$ cat src/wpcs_pkg.sv
// Shared types and constants of the white pixel centroid steering core
package wpcs_pkg;

    localparam int COLOR_W   = 8;
    localparam int FW_W      = 13;
    localparam int DIR_W     = 2;
    localparam int PCT_W     = 7;

    localparam logic [COLOR_W-1:0] WHITE_LEVEL = 8'd255;
    localparam logic [FW_W-1:0]    FW_RESET    = 13'd640;
    localparam logic [FW_W-1:0]    FW_LIMIT    = 13'd8191;
    localparam logic [PCT_W-1:0]   PCT_SCALE   = 7'd100;
    localparam logic [PCT_W-1:0]   LEFT_PCT    = 7'd33;
    localparam logic [PCT_W-1:0]   RIGHT_PCT   = 7'd66;

    localparam logic [DIR_W-1:0] DIR_STOP  = 2'd0;
    localparam logic [DIR_W-1:0] DIR_LEFT  = 2'd1;
    localparam logic [DIR_W-1:0] DIR_AHEAD = 2'd2;
    localparam logic [DIR_W-1:0] DIR_RIGHT = 2'd3;

    // Controller to datapath
    typedef struct packed {
        logic pix_ready;
        logic pix_take;
        logic div_step;
        logic res_load;
    } wpcs_cmd_t;

    // Datapath to controller
    typedef struct packed {
        logic pix_valid;
        logic pix_last;
        logic res_busy;
    } wpcs_stat_t;

endpackage

$ cat src/wpcs_pixel_if.sv
// Pixel request channel: RGB pixel plus end-of-frame mark
interface wpcs_pixel_if
    import wpcs_pkg::*;
();
    logic               valid;
    logic               ready;
    logic [COLOR_W-1:0] red;
    logic [COLOR_W-1:0] green;
    logic [COLOR_W-1:0] blue;
    logic               frame_end;

    modport source (output valid, output red, output green, output blue,
                    output frame_end, input ready);
    modport sink   (input valid, input red, input green, input blue,
                    input frame_end, output ready);
endinterface

$ cat src/wpcs_result_if.sv
// Result request channel: steering code, centre column and white count
interface wpcs_result_if
    import wpcs_pkg::*;
#(
    parameter int COL_W = 12,
    parameter int CNT_W = 24
)();
    logic             valid;
    logic             ready;
    logic [DIR_W-1:0] direction;
    logic [COL_W-1:0] centre_column;
    logic [CNT_W-1:0] white_total;

    modport source (output valid, output direction, output centre_column,
                    output white_total, input ready);
    modport sink   (input valid, input direction, input centre_column,
                    input white_total, output ready);
endinterface

$ cat src/white_pixel_centroid_steer_core.sv
// Top level of the white pixel centroid steering core
//
// Takes one RGB pixel per clock in raster order, tracks its column against
// frame_width (clamped into 1..MAX_WIDTH, at most FW_LIMIT) and sums the
// columns of pure white pixels. The pixel marked frame_end closes the frame:
// the pixel channel then stays not ready while a one-bit-per-cycle restoring
// divider forms the mean column and the steering compare runs, longer if the
// previous result has not yet been taken. All other pixels are taken at one
// per clock, also while a result waits in the output register. One result
// follows each frame: stop with centre 0 when no white pixel was seen, else
// left, ahead or right from the mean against 33 % and 66 % of the width. The
// white count saturates at MAX_PIXELS-1.
// Write frame_width only between frames, after the last result is out.
module white_pixel_centroid_steer_core
    import wpcs_pkg::*;
#(
    parameter int MAX_WIDTH = 4096,
    parameter longint unsigned MAX_PIXELS = 64'd16777216
)(
    input  logic            clk,
    input  logic            rst_n,
    input  logic            cfg_wr_en,
    input  logic [FW_W-1:0] cfg_wr_data,
    wpcs_pixel_if.sink      pixel,
    wpcs_result_if.source   result
);

    localparam int COL_W     = $clog2(MAX_WIDTH);
    localparam int CNT_W     = $clog2(MAX_PIXELS);
    localparam int WIDTH_CAP = (MAX_WIDTH < int'(FW_LIMIT)) ? MAX_WIDTH : int'(FW_LIMIT);
    localparam longint unsigned CNT_CAP = MAX_PIXELS - 64'd1;

    wpcs_cmd_t  cmd;
    wpcs_stat_t stat;

    wpcs_ctrl #(
        .COL_W (COL_W)
    ) u_ctrl (
        .clk   (clk),
        .rst_n (rst_n),
        .stat  (stat),
        .cmd   (cmd)
    );

    wpcs_datapath #(
        .COL_W     (COL_W),
        .CNT_W     (CNT_W),
        .WIDTH_CAP (WIDTH_CAP),
        .CNT_CAP   (CNT_CAP)
    ) u_datapath (
        .clk           (clk),
        .rst_n         (rst_n),
        .cfg_wr_en     (cfg_wr_en),
        .cfg_wr_data   (cfg_wr_data),
        .pix_valid     (pixel.valid),
        .pix_red       (pixel.red),
        .pix_green     (pixel.green),
        .pix_blue      (pixel.blue),
        .pix_last      (pixel.frame_end),
        .res_ready     (result.ready),
        .cmd           (cmd),
        .stat          (stat),
        .res_valid     (result.valid),
        .res_direction (result.direction),
        .res_centre    (result.centre_column),
        .res_total     (result.white_total)
    );

    assign pixel.ready = cmd.pix_ready;

endmodule

$ cat src/wpcs_ctrl.sv
// Controller: pixel accumulation, iterative division and result load sequencing
module wpcs_ctrl
    import wpcs_pkg::*;
#(
    parameter int COL_W = 12
)(
    input  logic       clk,
    input  logic       rst_n,
    input  wpcs_stat_t stat,
    output wpcs_cmd_t  cmd
);

    localparam int STEP_W = (COL_W > 1) ? $clog2(COL_W) : 1;

    localparam logic [1:0] ST_ACC   = 2'd0;
    localparam logic [1:0] ST_DIV   = 2'd1;
    localparam logic [1:0] ST_STEER = 2'd2;

    logic [1:0]        state_reg;
    logic [1:0]        state_next;
    logic [STEP_W-1:0] step_reg;
    logic [STEP_W-1:0] step_next;

    always_comb
    begin
        state_next   = state_reg;
        step_next    = step_reg;
        cmd.pix_ready = 1'b0;
        cmd.pix_take  = 1'b0;
        cmd.div_step  = 1'b0;
        cmd.res_load  = 1'b0;
        unique case (state_reg)
            ST_ACC:
            begin
                cmd.pix_ready = 1'b1;
                cmd.pix_take  = stat.pix_valid;
                if (stat.pix_valid && stat.pix_last)
                begin
                    state_next = ST_DIV;
                    step_next  = STEP_W'(COL_W - 1);
                end
            end
            ST_DIV:
            begin
                cmd.div_step = 1'b1;
                if (step_reg == '0)
                begin
                    state_next = ST_STEER;
                end
                else
                begin
                    step_next = step_reg - 1'b1;
                end
            end
            ST_STEER:
            begin
                // hold until the output register is free
                if (!stat.res_busy)
                begin
                    cmd.res_load = 1'b1;
                    state_next   = ST_ACC;
                end
            end
            default:
            begin
                state_next = ST_ACC;
            end
        endcase
    end

    always_ff @(posedge clk or negedge rst_n)
    begin
        if (!rst_n)
        begin
            state_reg <= ST_ACC;
            step_reg  <= '0;
        end
        else
        begin
            state_reg <= state_next;
            step_reg  <= step_next;
        end
    end

endmodule

$ cat src/wpcs_datapath.sv
// Datapath: column tracking, white accumulation, restoring divider, steering
module wpcs_datapath
    import wpcs_pkg::*;
#(
    parameter int COL_W     = 12,
    parameter int CNT_W     = 24,
    parameter int WIDTH_CAP = 4096,
    parameter longint unsigned CNT_CAP = 64'd16777215
)(
    input  logic               clk,
    input  logic               rst_n,
    input  logic               cfg_wr_en,
    input  logic [FW_W-1:0]    cfg_wr_data,
    input  logic               pix_valid,
    input  logic [COLOR_W-1:0] pix_red,
    input  logic [COLOR_W-1:0] pix_green,
    input  logic [COLOR_W-1:0] pix_blue,
    input  logic               pix_last,
    input  logic               res_ready,
    input  wpcs_cmd_t          cmd,
    output wpcs_stat_t         stat,
    output logic               res_valid,
    output logic [DIR_W-1:0]   res_direction,
    output logic [COL_W-1:0]   res_centre,
    output logic [CNT_W-1:0]   res_total
);

    localparam int SUM_W = COL_W + CNT_W;
    localparam int CMP_W = ((COL_W > FW_W) ? COL_W : FW_W) + 1;
    localparam int PRD_W = ((COL_W > FW_W) ? COL_W : FW_W) + PCT_W;

    logic [FW_W-1:0]  fw_reg;
    logic [FW_W-1:0]  w_eff;
    logic [COL_W-1:0] col_reg;
    logic [COL_W-1:0] col_next;
    logic [CNT_W-1:0] cnt_reg;
    logic [CNT_W-1:0] cnt_next;
    logic [SUM_W-1:0] sum_reg;
    logic [SUM_W-1:0] sum_next;
    logic             is_white;
    logic [SUM_W-1:0] rem_reg;
    logic [SUM_W-1:0] dsh_reg;
    logic [COL_W-1:0] quo_reg;
    logic [CNT_W-1:0] tot_reg;
    logic             fits;
    logic [PRD_W-1:0] centre_scaled;
    logic [PRD_W-1:0] left_lim;
    logic [PRD_W-1:0] right_lim;
    logic [DIR_W-1:0] dir_calc;
    logic [COL_W-1:0] centre_calc;
    logic             out_valid_reg;
    logic [DIR_W-1:0] out_dir_reg;
    logic [COL_W-1:0] out_centre_reg;
    logic [CNT_W-1:0] out_total_reg;

    // Saturate the configured width into 1..cap
    always_comb
    begin
        priority if (fw_reg == '0)
            w_eff = FW_W'(1);
        else if (CMP_W'(fw_reg) > CMP_W'(WIDTH_CAP))
            w_eff = FW_W'(WIDTH_CAP);
        else
            w_eff = fw_reg;
    end

    assign is_white = (pix_red == WHITE_LEVEL) && (pix_green == WHITE_LEVEL)
                      && (pix_blue == WHITE_LEVEL) && (cnt_reg < CNT_W'(CNT_CAP));

    always_comb
    begin
        cnt_next = cnt_reg;
        sum_next = sum_reg;
        if (is_white)
        begin
            cnt_next = cnt_reg + 1'b1;
            sum_next = sum_reg + SUM_W'(col_reg);
        end
        if ((CMP_W'(col_reg) + CMP_W'(1)) >= CMP_W'(w_eff))
            col_next = '0;
        else
            col_next = col_reg + 1'b1;
    end

    always_ff @(posedge clk or negedge rst_n)
    begin
        if (!rst_n)
        begin
            fw_reg  <= FW_RESET;
            col_reg <= '0;
            cnt_reg <= '0;
            sum_reg <= '0;
        end
        else
        begin
            if (cfg_wr_en)
                fw_reg <= cfg_wr_data;
            if (cmd.pix_take)
            begin
                if (pix_last)
                begin
                    // clear for the next frame
                    col_reg <= '0;
                    cnt_reg <= '0;
                    sum_reg <= '0;
                end
                else
                begin
                    col_reg <= col_next;
                    cnt_reg <= cnt_next;
                    sum_reg <= sum_next;
                end
            end
        end
    end

    // Restoring divider: the mean is below the width, so COL_W quotient bits suffice
    assign fits = (rem_reg >= dsh_reg);

    always_ff @(posedge clk)
    begin
        if (cmd.pix_take && pix_last)
        begin
            rem_reg <= sum_next;
            dsh_reg <= SUM_W'(cnt_next) << (COL_W - 1);
            quo_reg <= '0;
            tot_reg <= cnt_next;
        end
        else if (cmd.div_step)
        begin
            if (fits)
                rem_reg <= rem_reg - dsh_reg;
            dsh_reg <= dsh_reg >> 1;
            quo_reg <= (quo_reg << 1) | COL_W'(fits);
        end
    end

    assign centre_scaled = PRD_W'(quo_reg) * PRD_W'(PCT_SCALE);
    assign left_lim      = PRD_W'(w_eff) * PRD_W'(LEFT_PCT);
    assign right_lim     = PRD_W'(w_eff) * PRD_W'(RIGHT_PCT);

    always_comb
    begin
        centre_calc = quo_reg;
        priority if (tot_reg == '0)
        begin
            dir_calc    = DIR_STOP;
            centre_calc = '0;
        end
        else if (centre_scaled < left_lim)
            dir_calc = DIR_LEFT;
        else if (centre_scaled > right_lim)
            dir_calc = DIR_RIGHT;
        else
            dir_calc = DIR_AHEAD;
    end

    always_ff @(posedge clk or negedge rst_n)
    begin
        if (!rst_n)
            out_valid_reg <= 1'b0;
        else if (cmd.res_load)
            out_valid_reg <= 1'b1;
        else if (res_ready)
            out_valid_reg <= 1'b0;
    end

    always_ff @(posedge clk)
    begin
        if (cmd.res_load)
        begin
            out_dir_reg    <= dir_calc;
            out_centre_reg <= centre_calc;
            out_total_reg  <= tot_reg;
        end
    end

    assign stat.pix_valid = pix_valid;
    assign stat.pix_last  = pix_last;
    assign stat.res_busy  = out_valid_reg && !res_ready;

    assign res_valid     = out_valid_reg;
    assign res_direction = out_dir_reg;
    assign res_centre    = out_centre_reg;
    assign res_total     = out_total_reg;

endmodule

$ cat src/flat_wrapper.sv
// flat-port wrapper written by rule: the top's interface ports become plain ports
module white_pixel_centroid_steer_core_flat import wpcs_pkg::*;
#(
    parameter int MAX_WIDTH = 4096,
    parameter longint unsigned MAX_PIXELS = 64'd16777216
)
  (clk, rst_n, cfg_wr_en, cfg_wr_data, pixel_valid, pixel_red, pixel_green, pixel_blue, pixel_frame_end, pixel_ready, result_valid, result_direction, result_centre_column, result_white_total, result_ready);
  wpcs_pixel_if pixel_i ();
  wpcs_result_if result_i ();
  input  logic clk;
  input  logic rst_n;
  input  logic cfg_wr_en;
  input  logic [FW_W-1:0] cfg_wr_data;
  input wire logic [$bits(pixel_i.valid)-1:0] pixel_valid;
  input wire logic [$bits(pixel_i.red)-1:0] pixel_red;
  input wire logic [$bits(pixel_i.green)-1:0] pixel_green;
  input wire logic [$bits(pixel_i.blue)-1:0] pixel_blue;
  input wire logic [$bits(pixel_i.frame_end)-1:0] pixel_frame_end;
  output wire logic [$bits(pixel_i.ready)-1:0] pixel_ready;
  output wire logic [$bits(result_i.valid)-1:0] result_valid;
  output wire logic [$bits(result_i.direction)-1:0] result_direction;
  output wire logic [$bits(result_i.centre_column)-1:0] result_centre_column;
  output wire logic [$bits(result_i.white_total)-1:0] result_white_total;
  input wire logic [$bits(result_i.ready)-1:0] result_ready;
  assign pixel_i.valid = pixel_valid;
  assign pixel_i.red = pixel_red;
  assign pixel_i.green = pixel_green;
  assign pixel_i.blue = pixel_blue;
  assign pixel_i.frame_end = pixel_frame_end;
  assign pixel_ready = pixel_i.ready;
  assign result_valid = result_i.valid;
  assign result_direction = result_i.direction;
  assign result_centre_column = result_i.centre_column;
  assign result_white_total = result_i.white_total;
  assign result_i.ready = result_ready;
  white_pixel_centroid_steer_core #(.MAX_WIDTH(MAX_WIDTH), .MAX_PIXELS(MAX_PIXELS)) u_core (.clk(clk), .rst_n(rst_n), .cfg_wr_en(cfg_wr_en), .cfg_wr_data(cfg_wr_data), .pixel(pixel_i), .result(result_i));
endmodule
$ cat config.mk
export PLATFORM = sky130hd
export DESIGN_NAME = white_pixel_centroid_steer_core_flat
export DESIGN_NICKNAME = d
export VERILOG_FILES = /design/src/wpcs_pkg.sv /design/src/wpcs_pixel_if.sv /design/src/wpcs_result_if.sv /design/src/white_pixel_centroid_steer_core.sv /design/src/wpcs_ctrl.sv /design/src/wpcs_datapath.sv /design/src/flat_wrapper.sv
export SDC_FILE = /design/constraint.sdc
export NUM_CORES = 1
export LEC_CHECK = 0
export BUFFER_PORTS_ARGS = -buffer_cell sky130_fd_sc_hd__buf_2
export CAP_MARGIN = 5
export CORE_UTILIZATION = 57
export DETAILED_ROUTE_END_ITERATION = 8
export HOLD_SLACK_MARGIN = 0.08
export MAX_ROUTING_LAYER = met4
export PLACE_DENSITY = 0.81
export SYNTH_ARGS = -nofsm -noshare
export SYNTH_HDL_FRONTEND = slang
export SYNTH_SLANG_ARGS = --single-unit
$ cat constraint.sdc
create_clock -name clk -period 5.25 [get_ports clk]
set_input_delay 0.2625 -clock clk [delete_from_list [all_inputs] [get_ports clk]]
set_output_delay 0.2625 -clock clk [all_outputs]
set_load 0.005 [all_outputs]
==> Word-level counts from Yosys, hierarchy flattened <==
Cells that the tools add are included.
{ "totals": {"ram_bits": 0, "reg_bits": 237, "romBits": 0, "inputBits": 43, "output_inout_bits": 40, "latchBits": 0, "mem_count": 0} }
{ "classes": {"order_cmp": 6, "bitwise_logic": 1, "add_sub_neg": 6, "n_shift": 0, "multipliers": 3, "n_div": 0, "reduce_logical": 19, "n_eq_ne": 9, "mux": 28} }
{ "ops": {"columns": ["cell", "n"], "rows": [
  ["$mux W36", 5],
  ["$mux W35", 2],
  ["$mux W24", 2],
  ["$mul A13 B6 Y19 const B", 2],
  ["$add A36 B12 Y36", 1],
  ["$ge A36 B35 Y1", 1],
  ["$sub A36 B35 Y36", 1],
  ["$mux W13", 2],
  ["$add A24 B1 Y24 const B", 1],
  ["$eq A8 B8 Y1 const B", 3],
  ["$logic_not A24 Y1", 1],
  ["$lt A24 B24 Y1 const B", 1],
  ["$mux W12", 2],
  ["$gt A19 B20 Y1", 1],
  ["$lt A19 B19 Y1", 1],
  ["$mul A12 B5 Y17 const B", 1],
  ["$add A12 B1 Y13 const B", 1],
  ["$ge A13 B13 Y1", 1],
  ["$gt A13 B13 Y1 const B", 1],
  ["$logic_not A13 Y1", 1],
  ["$add A12 B1 Y12 const B", 1],
  ["$or A12 B1 Y12", 1],
  ["$mux W2", 4],
  ["$mux W4", 2],
  ["other kinds (15)", 33]
]} }

==> Logic depth before layout (Yosys ltp) <==
Gate-level depths: netlist (run 1).
{ "depth": {"ltp_word": 7, "mapped_depth": 25, "mapped_depth_nobuf": 24} }

==> Hierarchy <==
From an unflattened synthesis (run 1), not the netlist that was laid out.
{ "hier_totals": {"hier_cells": 1618, "area_unflattened_um2": 15981.6} }
{ "modules_own_cells": {"columns": ["module", "seq_area_each_um2", "n_inst", "cells_each", "area_each_um2"], "rows": [
  ["wpcs_datapath", 6278.5, 1, 1582, 15625.0],
  ["wpcs_ctrl", 150.1, 1, 36, 356.6]
]} }

==> Least setup slack after synthesis (run 1) <==
No wires, ideal clock.
{ "synth_path": {"path_type": "reg2reg", "start": "register u_core.u_datapath.fw_reg[12]", "end": "register u_core.u_datapath.out_dir_reg[1], in the netlist u_core.u_datapath.res_direction[1] (data pin)", "setup_slack_ns": 0.306, "t_arrival_ns": 4.681, "path_stages_with_launch": 26, "cell_sequence": "dfrtp_1 inv_1 clkbuf_1 nand2_1 inv_1 ha_1 ha_1 ha_1 fa_1 a21o_1 a21oi_1 o21bai_1 a21oi_1 o21bai_1 a21o_1 xnor2_1 ha_1 nand3_1 or2_2 a21oi_1 a211oi_1 o31ai_1 maj3_2 a21o_1 a21o_1 nor2b_1"} }
{ "synth_between": {"elab_chain_cells": 6} }
{ "synth_rtl": {"columns": ["item", "line_no", "rtl"], "rows": [
  ["from (decl)", "wpcs_datapath.sv:32", "logic [FW_W-1:0] fw_reg;"],
  ["from (signal assigned)", "wpcs_datapath.sv:97", "fw_reg <= cfg_wr_data;"],
  ["$gt A13 B13 Y1", "wpcs_datapath.sv:61", "else if (CMP_W'(fw_reg) > CMP_W'(WIDTH_CAP))"],
  ["$mux W13", "wpcs_datapath.sv:61", null],
  ["$mux W13 (*)", "wpcs_datapath.sv:59", "priority if (fw_reg == '0)"],
  ["$mul A13 B6 Y19 (*)", "wpcs_datapath.sv:139", "assign left_lim = PRD_W'(w_eff) * PRD_W'(LEFT_PCT);"],
  ["$lt A19 B19 Y1 (*)", "wpcs_datapath.sv:150", "else if (centre_scaled < left_lim)"],
  ["$reduce_or A2 Y1 (no line) (*)", null, null],
  ["to (signal assigned)", "wpcs_datapath.sv:172", "out_dir_reg <= dir_calc;"],
  ["to (decl)", "wpcs_datapath.sv:52", "logic [DIR_W-1:0] out_dir_reg;"]
]} }
Mark *: on every way between the ends. The rest lies on a longest branch, timed or not.
A chain may end at the register's enable or synchronous reset.

==> Final worst setup path (run 1) <==
{ "layout_path": {"start": "register u_core.u_datapath.quo_reg[2]", "end": "register u_core.u_datapath.out_dir_reg[0], in the netlist u_core.u_datapath.res_direction[0] (data pin)"} }
{ "layout_between": {"elab_chain_cells": 4} }
{ "layout_rtl": {"columns": ["item", "line_no", "rtl"], "rows": [
  ["from (decl)", "wpcs_datapath.sv:43", "logic [COL_W-1:0] quo_reg;"],
  ["from (signal assigned)", "wpcs_datapath.sv:134", "quo_reg <= (quo_reg << 1) | COL_W'(fits);"],
  ["$mul A12 B5 Y17 (*)", "wpcs_datapath.sv:138", "assign centre_scaled = PRD_W'(quo_reg) * PRD_W'(PCT_SCALE);"],
  ["$gt A19 B20 Y1", "wpcs_datapath.sv:152", "else if (centre_scaled > right_lim)"],
  ["$mux W1", "wpcs_datapath.sv:152", null],
  ["$mux W1 (*)", "wpcs_datapath.sv:150", null]
]} }
Marked as above.

==> results of run 1 <==
[what timing repair did]
item / in CTS / in global routing
pin swaps: 0 / 12
buffers inserted: 0 / 3
endpoints found under the hold margin: 49 / 0
resized for setup: 1 / 22
hold buffers: 15 / 0
endpoints found under the setup margin: 1 / 2
[cell usage in the layout, fill, tap and decap left out, drive strengths merged, types with 8 or more instances in the layout]
master / count
mux2i: 44
a31oi: 13
fa: 10
nor4: 18
o31ai: 9
o22ai: 19
nor2b: 34
a21oi: 129
nand2: 194
a21o: 28
o21bai: 12
buf: 106
dfrtp: 90
edfxtp: 122
and3: 18
xnor2: 65
ha: 158
nor2: 119
inv: 123
dfxtp: 23
or3: 11
a211oi: 22
and2: 9
nand3: 28
clkbuf: 32
or2: 8
o21ai: 111
nand4: 25
mux2: 11
xor2: 49
nor3: 28
o21a: 13
nand2b: 12
dlygate4sd3: 15
[final cells by class]
class | instances | share of cell area [%]
Inverter | 122 | 2.59
Multi-Input combinational cell | 1258 | 49.6
Clock inverter | 14 | 0.859
Tap cell | 372 | 2.62
Clock buffer | 32 | 3.85
Sequential cell | 237 | 36.2
Timing Repair Buffer | 121 | 4.26
[per-stage QoR]
| step | hold slack, ns | util (%) | total power (W) | cell area [µm²] | setup WS [ns] |
|---|---|---|---|---|---|
| 4_1_cts | 0.136 | 65.1 | 0.0107 | 17700 | 0.0919 |
| 6_report | 0.147 | 65.5 | 0.0109 | 17800 | 0.164 |
| 3_5_place_dp | 0.247 | 61.5 | 0.00879 | 16700 | 0.0365 |
| 5_1_grt | 0.190 | 65.5 | 0.0117 | 17800 | -0.0399 |
| 2_1_floorplan | -0.0331 | - | 0.00746 | 15900 | 0.306 |
| 3_3_place_gp | 0.250 | 61.5 | 0.00859 | 16700 | 0.218 |
[layer usage]
metal  vias up  part of all wire (%)  track usage (%)  wire, µm
li1       6170                     -                -         -
met1      6062                    45             34.7     16300
met2       413                    48             43.8     17400
met3        53                   6.1             3.06      2230
met4         0                   1.7             6.80       621
met5         -                     0                -         0
[power by group through the flow]
stage | Sequential [W] | Clock, W | Combinational, W
after floorplan | 0.00290 | 0 | 0.00457
after global placement | 0.00294 | 0 | 0.00564
after detailed placement | 0.00297 | 0 | 0.00582
after CTS | 0.00294 | 0.00181 | 0.00590
after global routing | 0.00300 | 0.00187 | 0.00687
final | 0.00295 | 0.00179 | 0.00612
[worst min path at each step]
| stage | from | endpoint | slack [ns] | cells past startpoint |
|---|---|---|---|---|
| global placement | rst_n | u_core.u_datapath.col_reg[9] | 0.25 | 1 |
| CTS | cfg_wr_en | u_core.u_datapath.fw_reg[1] | 0.14 | 3 |
| global route | cfg_wr_en | u_core.u_datapath.fw_reg[1] | 0.19 | 3 |
| detailed placement | rst_n | u_core.u_datapath.col_reg[8] | 0.25 | 1 |
| floorplan | rst_n | u_core.u_ctrl.state_reg[0] | -0.03 | 0 |
| finish | cfg_wr_en | u_core.u_datapath.fw_reg[1] | 0.15 | 3 |
[cell families (layout without fill, tap and decap cells)]
| group | after synthesis | count (layout) | synth area share (%) |
|---|---|---|---|
| flip-flops | 237 | 237 | 40.5 |
| buffers and inverters | 187 | 289 | 4.50 |
| adder cells (fa/ha/maj) | 169 | 169 | 13.8 |
| other | 1 | 1 | 0.0237 |
| XOR/XNOR | 114 | 114 | 6.34 |
| multiplexers | 55 | 55 | 3.56 |
| AND/OR/NAND/NOR | 518 | 518 | 15.6 |
| AO/OA/AOI/OAI | 401 | 401 | 15.6 |
[worst max-delay path, delay by kind of cell (launching register included)]
kind                     cells  cell delay [ns]
AO/OA/AOI/OAI                7             1.42
AND/OR/NAND/NOR              6             1.19
flip-flops                   1             0.32
buffers and inverters        4             0.36
adder cells (fa/ha/maj)      5             1.48
==> impl_metrics.json, run 1 <==
{
  "wl_per_cell_um": 16.9,
  "drc": 0,
  "final.setup.tns_ns": 0,
  "grt_pass1_vias": 12255,
  "ys.flop_type": "edfxtp_1",
  "ys_ff_latch": 237,
  "cp-endpoint": "u_core.u_datapath.res_direction[0]",
  "antenna_found_initial": 0,
  "fin_worst_skew_ns": 0.0341,
  "status": "complete, no violations",
  "clkSinkCount": 237,
  "internal_power_w": 0.00629,
  "ff_latch_area_um2": 6440,
  "cp_cell_sequence": "buf_4 > ha_4 > ha_1 > inv_1 > fa_1 > inv_2 > ha_4 > nor2b_2 > or4_4 > a2111oi_4 > nor2_1 > nor2_1 > nor2_2 > buf_4 > ha_1 > nor2b_1 > o21ai_0 > o211ai_1 > o21ai_0 > a31oi_1 > o22ai_1 > a21oi_1",
  "numPortBuffers": 82,
  "nFillCells": 2078,
  "dp_cells": 2092,
  "worstMarginPinSlew_ns": 1.10,
  "power_frac_seq_pct": 27.2,
  "critical_path_class": "register to register",
  "drive_gt1_share_pct": 11.8,
  "synth_edf_count": 122,
  "switching_power_w": 0.00457,
  "wl_um": 36500,
  "crit_path_start": "u_core.u_datapath.quo_reg[2]",
  "drtIter0Drc": 1103,
  "drv_cap": 0,
  "power_density_nw_per_um2": 611,
  "final_cells": 2156,
  "rr_endpoint": "u_core.u_datapath.res_direction[0]",
  "avgSynthCellArea_um2": 9.43,
  "clkPwrFrac_pct": 16.5,
  "syn_area_um2": 15900,
  "dieArea_um2": 28500,
  "grt-ovfl-total": 0,
  "grt_pass1_wl_um": 59700,
  "ff2ff_setup_slack_ns": 0.16,
  "ys_warn_count": 0,
  "gp_congestion": 0.915,
  "dp_hpwl_um": 26000,
  "fin_crit_ns": 5.09,
  "syn_inst": 1682,
  "multi_input_area_um2": 8810,
  "start_util_pct": 58.5,
  "ant_nets": 0,
  "grt_usage_pct": 26.5,
  "finalHoldViolations": 0,
  "p_comb_share_pct": 56.3,
  "reg2reg_depth": 22,
  "switching_share_pct": 42.1,
  "worstSkewPairLatency_ns": 0.54,
  "yosysTopAreaCell": "edfxtp_1",
  "cts_root_buf": "clkbuf_16",
  "synth.distinct_cells": 74,
  "ys_seq_area_share_pct": 40.5,
  "avgViaCountPerCell": 5.89,
  "worst_path_max_delay_cell": "or4_4",
  "leakage_nw": 7.86,
  "diodes": 0,
  "report.final.slew_viol_count": 0,
  "die_y_um": 169,
  "cts_buffers": 25,
  "period_share_pct": 96.9,
  "drt_pre_antenna_iters": 5,
  "critPathArrivalTime_ns": 5.30,
  "io_pins": 83,
  "cp-start-kind": "register",
  "required_ns": 5.46,
  "fin_nets": 1976,
  "htree_levels": 1,
  "netlist.area_leader.share_pct": 23.1,
  "synth_nets": 1893,
  "async_flop_share_pct": 38.8,
  "cp_slowest_stage_delay_ns": 0.56,
  "yosys.cell_count.top_type": "nand2_1",
  "timing.rr.start": "u_core.u_datapath.quo_reg[2]",
  "num_vias": 12698,
  "crit_fanout": 4,
  "max-slew-margin-rel_pct": 26.1,
  "cts_tree": "yes",
  "die_x_um": 169,
  "clk_path_buf_depth": 3,
  "fmax_mhz": 197,
  "path_clk_slew_ns": 0.07,
  "synth_area_leaders": "edfxtp_1 23%, dfrtp_1 14%, ha_1 12%",
  "endpoint_kind": "register",
  "worstHoldPathType": "input pin to register",
  "areaGrowthSynthToFinish_pct": 12.0,
  "synth_common_cells": "194 x nand2_1, 158 x ha_1, 127 x a21oi_1",
  "setup_viol": 0,
  "ir_drop_mv": 0.349,
  "coreArea_um2": 27100,
  "fp-row-count": 60,
  "grt_max_degree": 81
}
Note: power is estimated with default switching activity, not from simulation.
==> run 2, diff against run 1 <==
--- a/config.mk
+++ b/config.mk
@@ -11,7 +11,8 @@
 export DETAILED_ROUTE_END_ITERATION = 8
 export HOLD_SLACK_MARGIN = 0.08
 export MAX_ROUTING_LAYER = met4
-export PLACE_DENSITY = 0.81
+export PLACE_DENSITY = 0.78
+export REMOVE_ABC_BUFFERS = 1
 export SYNTH_ARGS = -nofsm -noshare
 export SYNTH_HDL_FRONTEND = slang
 export SYNTH_SLANG_ARGS = --single-unit
==> impl_metrics.json, run 2 (same netlist as run 1, synthesis figures left out) <==
{
  "status": "complete, no violations",
  "final_cells": 2159,
  "cp_num_buf_inv": 2,
  "report.final.slew_viol_count": 0,
  "critPathArrivalTime_ns": 5.37,
  "critPathMostFrequentCell": "ha_1",
  "coreArea_um2": 27100,
  "fin_area_um2": 17900,
  "wl_um": 35900,
  "drc": 0,
  "diodes": 0,
  "required_ns": 5.50,
  "internal_power_w": 0.00638,
  "switching_share_pct": 42.1,
  "endpoint_kind": "register",
  "max-slew-margin-rel_pct": 20.7,
  "cts_tree": "yes",
  "clkPwrFrac_pct": 17.1,
  "worst_path_max_delay_cell": "or4_4",
  "path_clk_slew_ns": 0.06,
  "numPortBuffers": 82,
  "fin_crit_ns": 5.12,
  "power_density_nw_per_um2": 616,
  "ir_drop_mv": 0.391,
  "cp_slowest_stage_delay_ns": 0.55,
  "dp_cells": 2092,
  "drv_cap": 0,
  "grt_pass1_vias": 11969,
  "worstHoldPathType": "input pin to register",
  "worstMarginPinSlew_ns": 1.19,
  "path_depth": 21,
  "areaGrowthSynthToFinish_pct": 12.7,
  "wl_per_cell_um": 16.6,
  "power_frac_seq_pct": 26.8,
  "antenna_found_initial": 0,
  "fin_worst_skew_ns": 0.0190,
  "cts_buffers": 26,
  "switching_power_w": 0.00464,
  "crit_fanout": 6,
  "critical_path_class": "register to register",
  "p_comb_share_pct": 56.1,
  "drtIter0Drc": 881,
  "hold_depth": 3,
  "clk_path_buf_depth": 3,
  "avgViaCountPerCell": 5.79,
  "num_vias": 12510,
  "cts_root_buf": "clkbuf_16",
  "cp-start-kind": "register",
  "grt_pass1_wl_um": 58900,
  "setup_viol": 0,
  "gp_congestion": 0.918,
  "finalHoldViolations": 0,
  "fmax_mhz": 195,
  "start_util_pct": 58.5,
  "leakage_nw": 7.90,
  "drt_pre_antenna_iters": 5,
  "grt_usage_pct": 26.2,
  "grt-ovfl-total": 0,
  "fp-row-count": 60,
  "htree_levels": 1,
  "worstSkewPairLatency_ns": 0.54,
  "cpLargestDelayFamily": "adder cells",
  "drive_gt1_share_pct": 12.0,
  "die_y_um": 169,
  "fin_nets": 1978,
  "dpl_cell_area_um2": 16700,
  "ant_nets": 0,
  "grt_max_degree": 103,
  "io_pins": 83,
  "dieArea_um2": 28500,
  "reg2reg_depth": 21,
  "dp_hpwl_um": 25700,
  "die_x_um": 169,
  "clkSinkCount": 237,
  "period_share_pct": 97.5,
  "mostFrequentLayoutCells": "193 x nand2_1, 153 x ha_1, 123 x a21oi_1",
  "nFillCells": 2082,
  "cp_cell_sequence": "ha_1 > ha_1 > inv_1 > fa_1 > inv_1 > ha_1 > or4_4 > a2111oi_4 > nor2_1 > nor2_1 > nor2_1 > ha_1 > nand2_1 > or2_4 > a21oi_2 > a211oi_1 > o31ai_1 > maj3_2 > a21o_1 > a21o_1 > nor2b_4",
  "layout_commonest_cell": "nand2_1"
}
## run 2: final timing paths
kind                                               start                            endpoint  slack [ns]
setup / recovery            u_core.u_datapath.quo_reg[3]  u_core.u_datapath.res_direction[1]        0.13
hold / removal                                 cfg_wr_en        u_core.u_datapath.fw_reg[12]        0.17
setup reg to reg            u_core.u_datapath.quo_reg[3]  u_core.u_datapath.res_direction[1]        0.13
hold reg to reg            u_core.u_datapath.tot_reg[13]     u_core.u_datapath.res_total[13]        0.45
max in group asynchronous                          rst_n        u_core.u_datapath.cnt_reg[0]        3.86
min in group asynchronous                          rst_n        u_core.u_datapath.fw_reg[10]        0.30
## run 2: final cells by class
| type | instances | area, µm² | area share (%) |
|---|---|---|---|
| multi-input cells | 1258 | 8840 | 49.5 |
| repair buffers | 122 | 771 | 4.31 |
| inverters | 122 | 458 | 2.56 |
| clock inverters | 14 | 139 | 0.777 |
| well taps | 372 | 465 | 2.60 |
| flip-flops and latches | 237 | 6440 | 36.0 |
| clock buffers | 34 | 764 | 4.28 |
## run 2: metrics by stage
stage          TNS, ns  utilization [%]  worst slack [ns]  power (W)  hold slack (ns)
6_report             0             66.0             0.130     0.0110            0.173
3_3_place_gp         0             61.5             0.233    0.00863            0.333
3_5_place_dp         0             61.5            0.0571    0.00879            0.335
4_1_cts              0             65.4            0.0393     0.0107            0.153
5_1_grt         -0.276             66.0            -0.168     0.0119            0.190
2_1_floorplan        0                -             0.414    0.00742          -0.0331
## run 2: timing repair
item | in CTS | in global routing
hold buffers | 15 | 0
endpoints found under the hold margin | 59 | 0
buffers inserted | 0 | 4
setup endpoints to repair | 0 | 2
resized for setup | 0 | 30
## run 2: metal layers
| metal | wire (µm) | global-route usage (%) | up-vias |
|---|---|---|---|
| li1 | - | - | 6187 |
| met1 | 16500 | 36.0 | 5933 |
| met2 | 16900 | 42.1 | 349 |
| met3 | 1910 | 2.45 | 41 |
| met4 | 568 | 5.77 | 0 |
| met5 | 0 | - | - |
## run 2: power by group through the flow
| stage | registers, W | clock network (W) | logic, W |
|---|---|---|---|
| after floorplan | 0.00291 | 0 | 0.00451 |
| after global placement | 0.00295 | 0 | 0.00568 |
| after detailed placement | 0.00297 | 0 | 0.00582 |
| after CTS | 0.00294 | 0.00190 | 0.00591 |
| after global routing | 0.00300 | 0.00197 | 0.00697 |
| final | 0.00295 | 0.00188 | 0.00618 |
## run 2: worst reg2reg max path: cells and delay by family, from the launching register on
family                   cells  cell delay (ns)
AO/OA/AOI/OAI                6             1.18
buffers and inverters        2             0.10
flip-flops                   1             0.37
adder cells (fa/ha/maj)      6             1.97
AND/OR/NAND/NOR              7             1.21
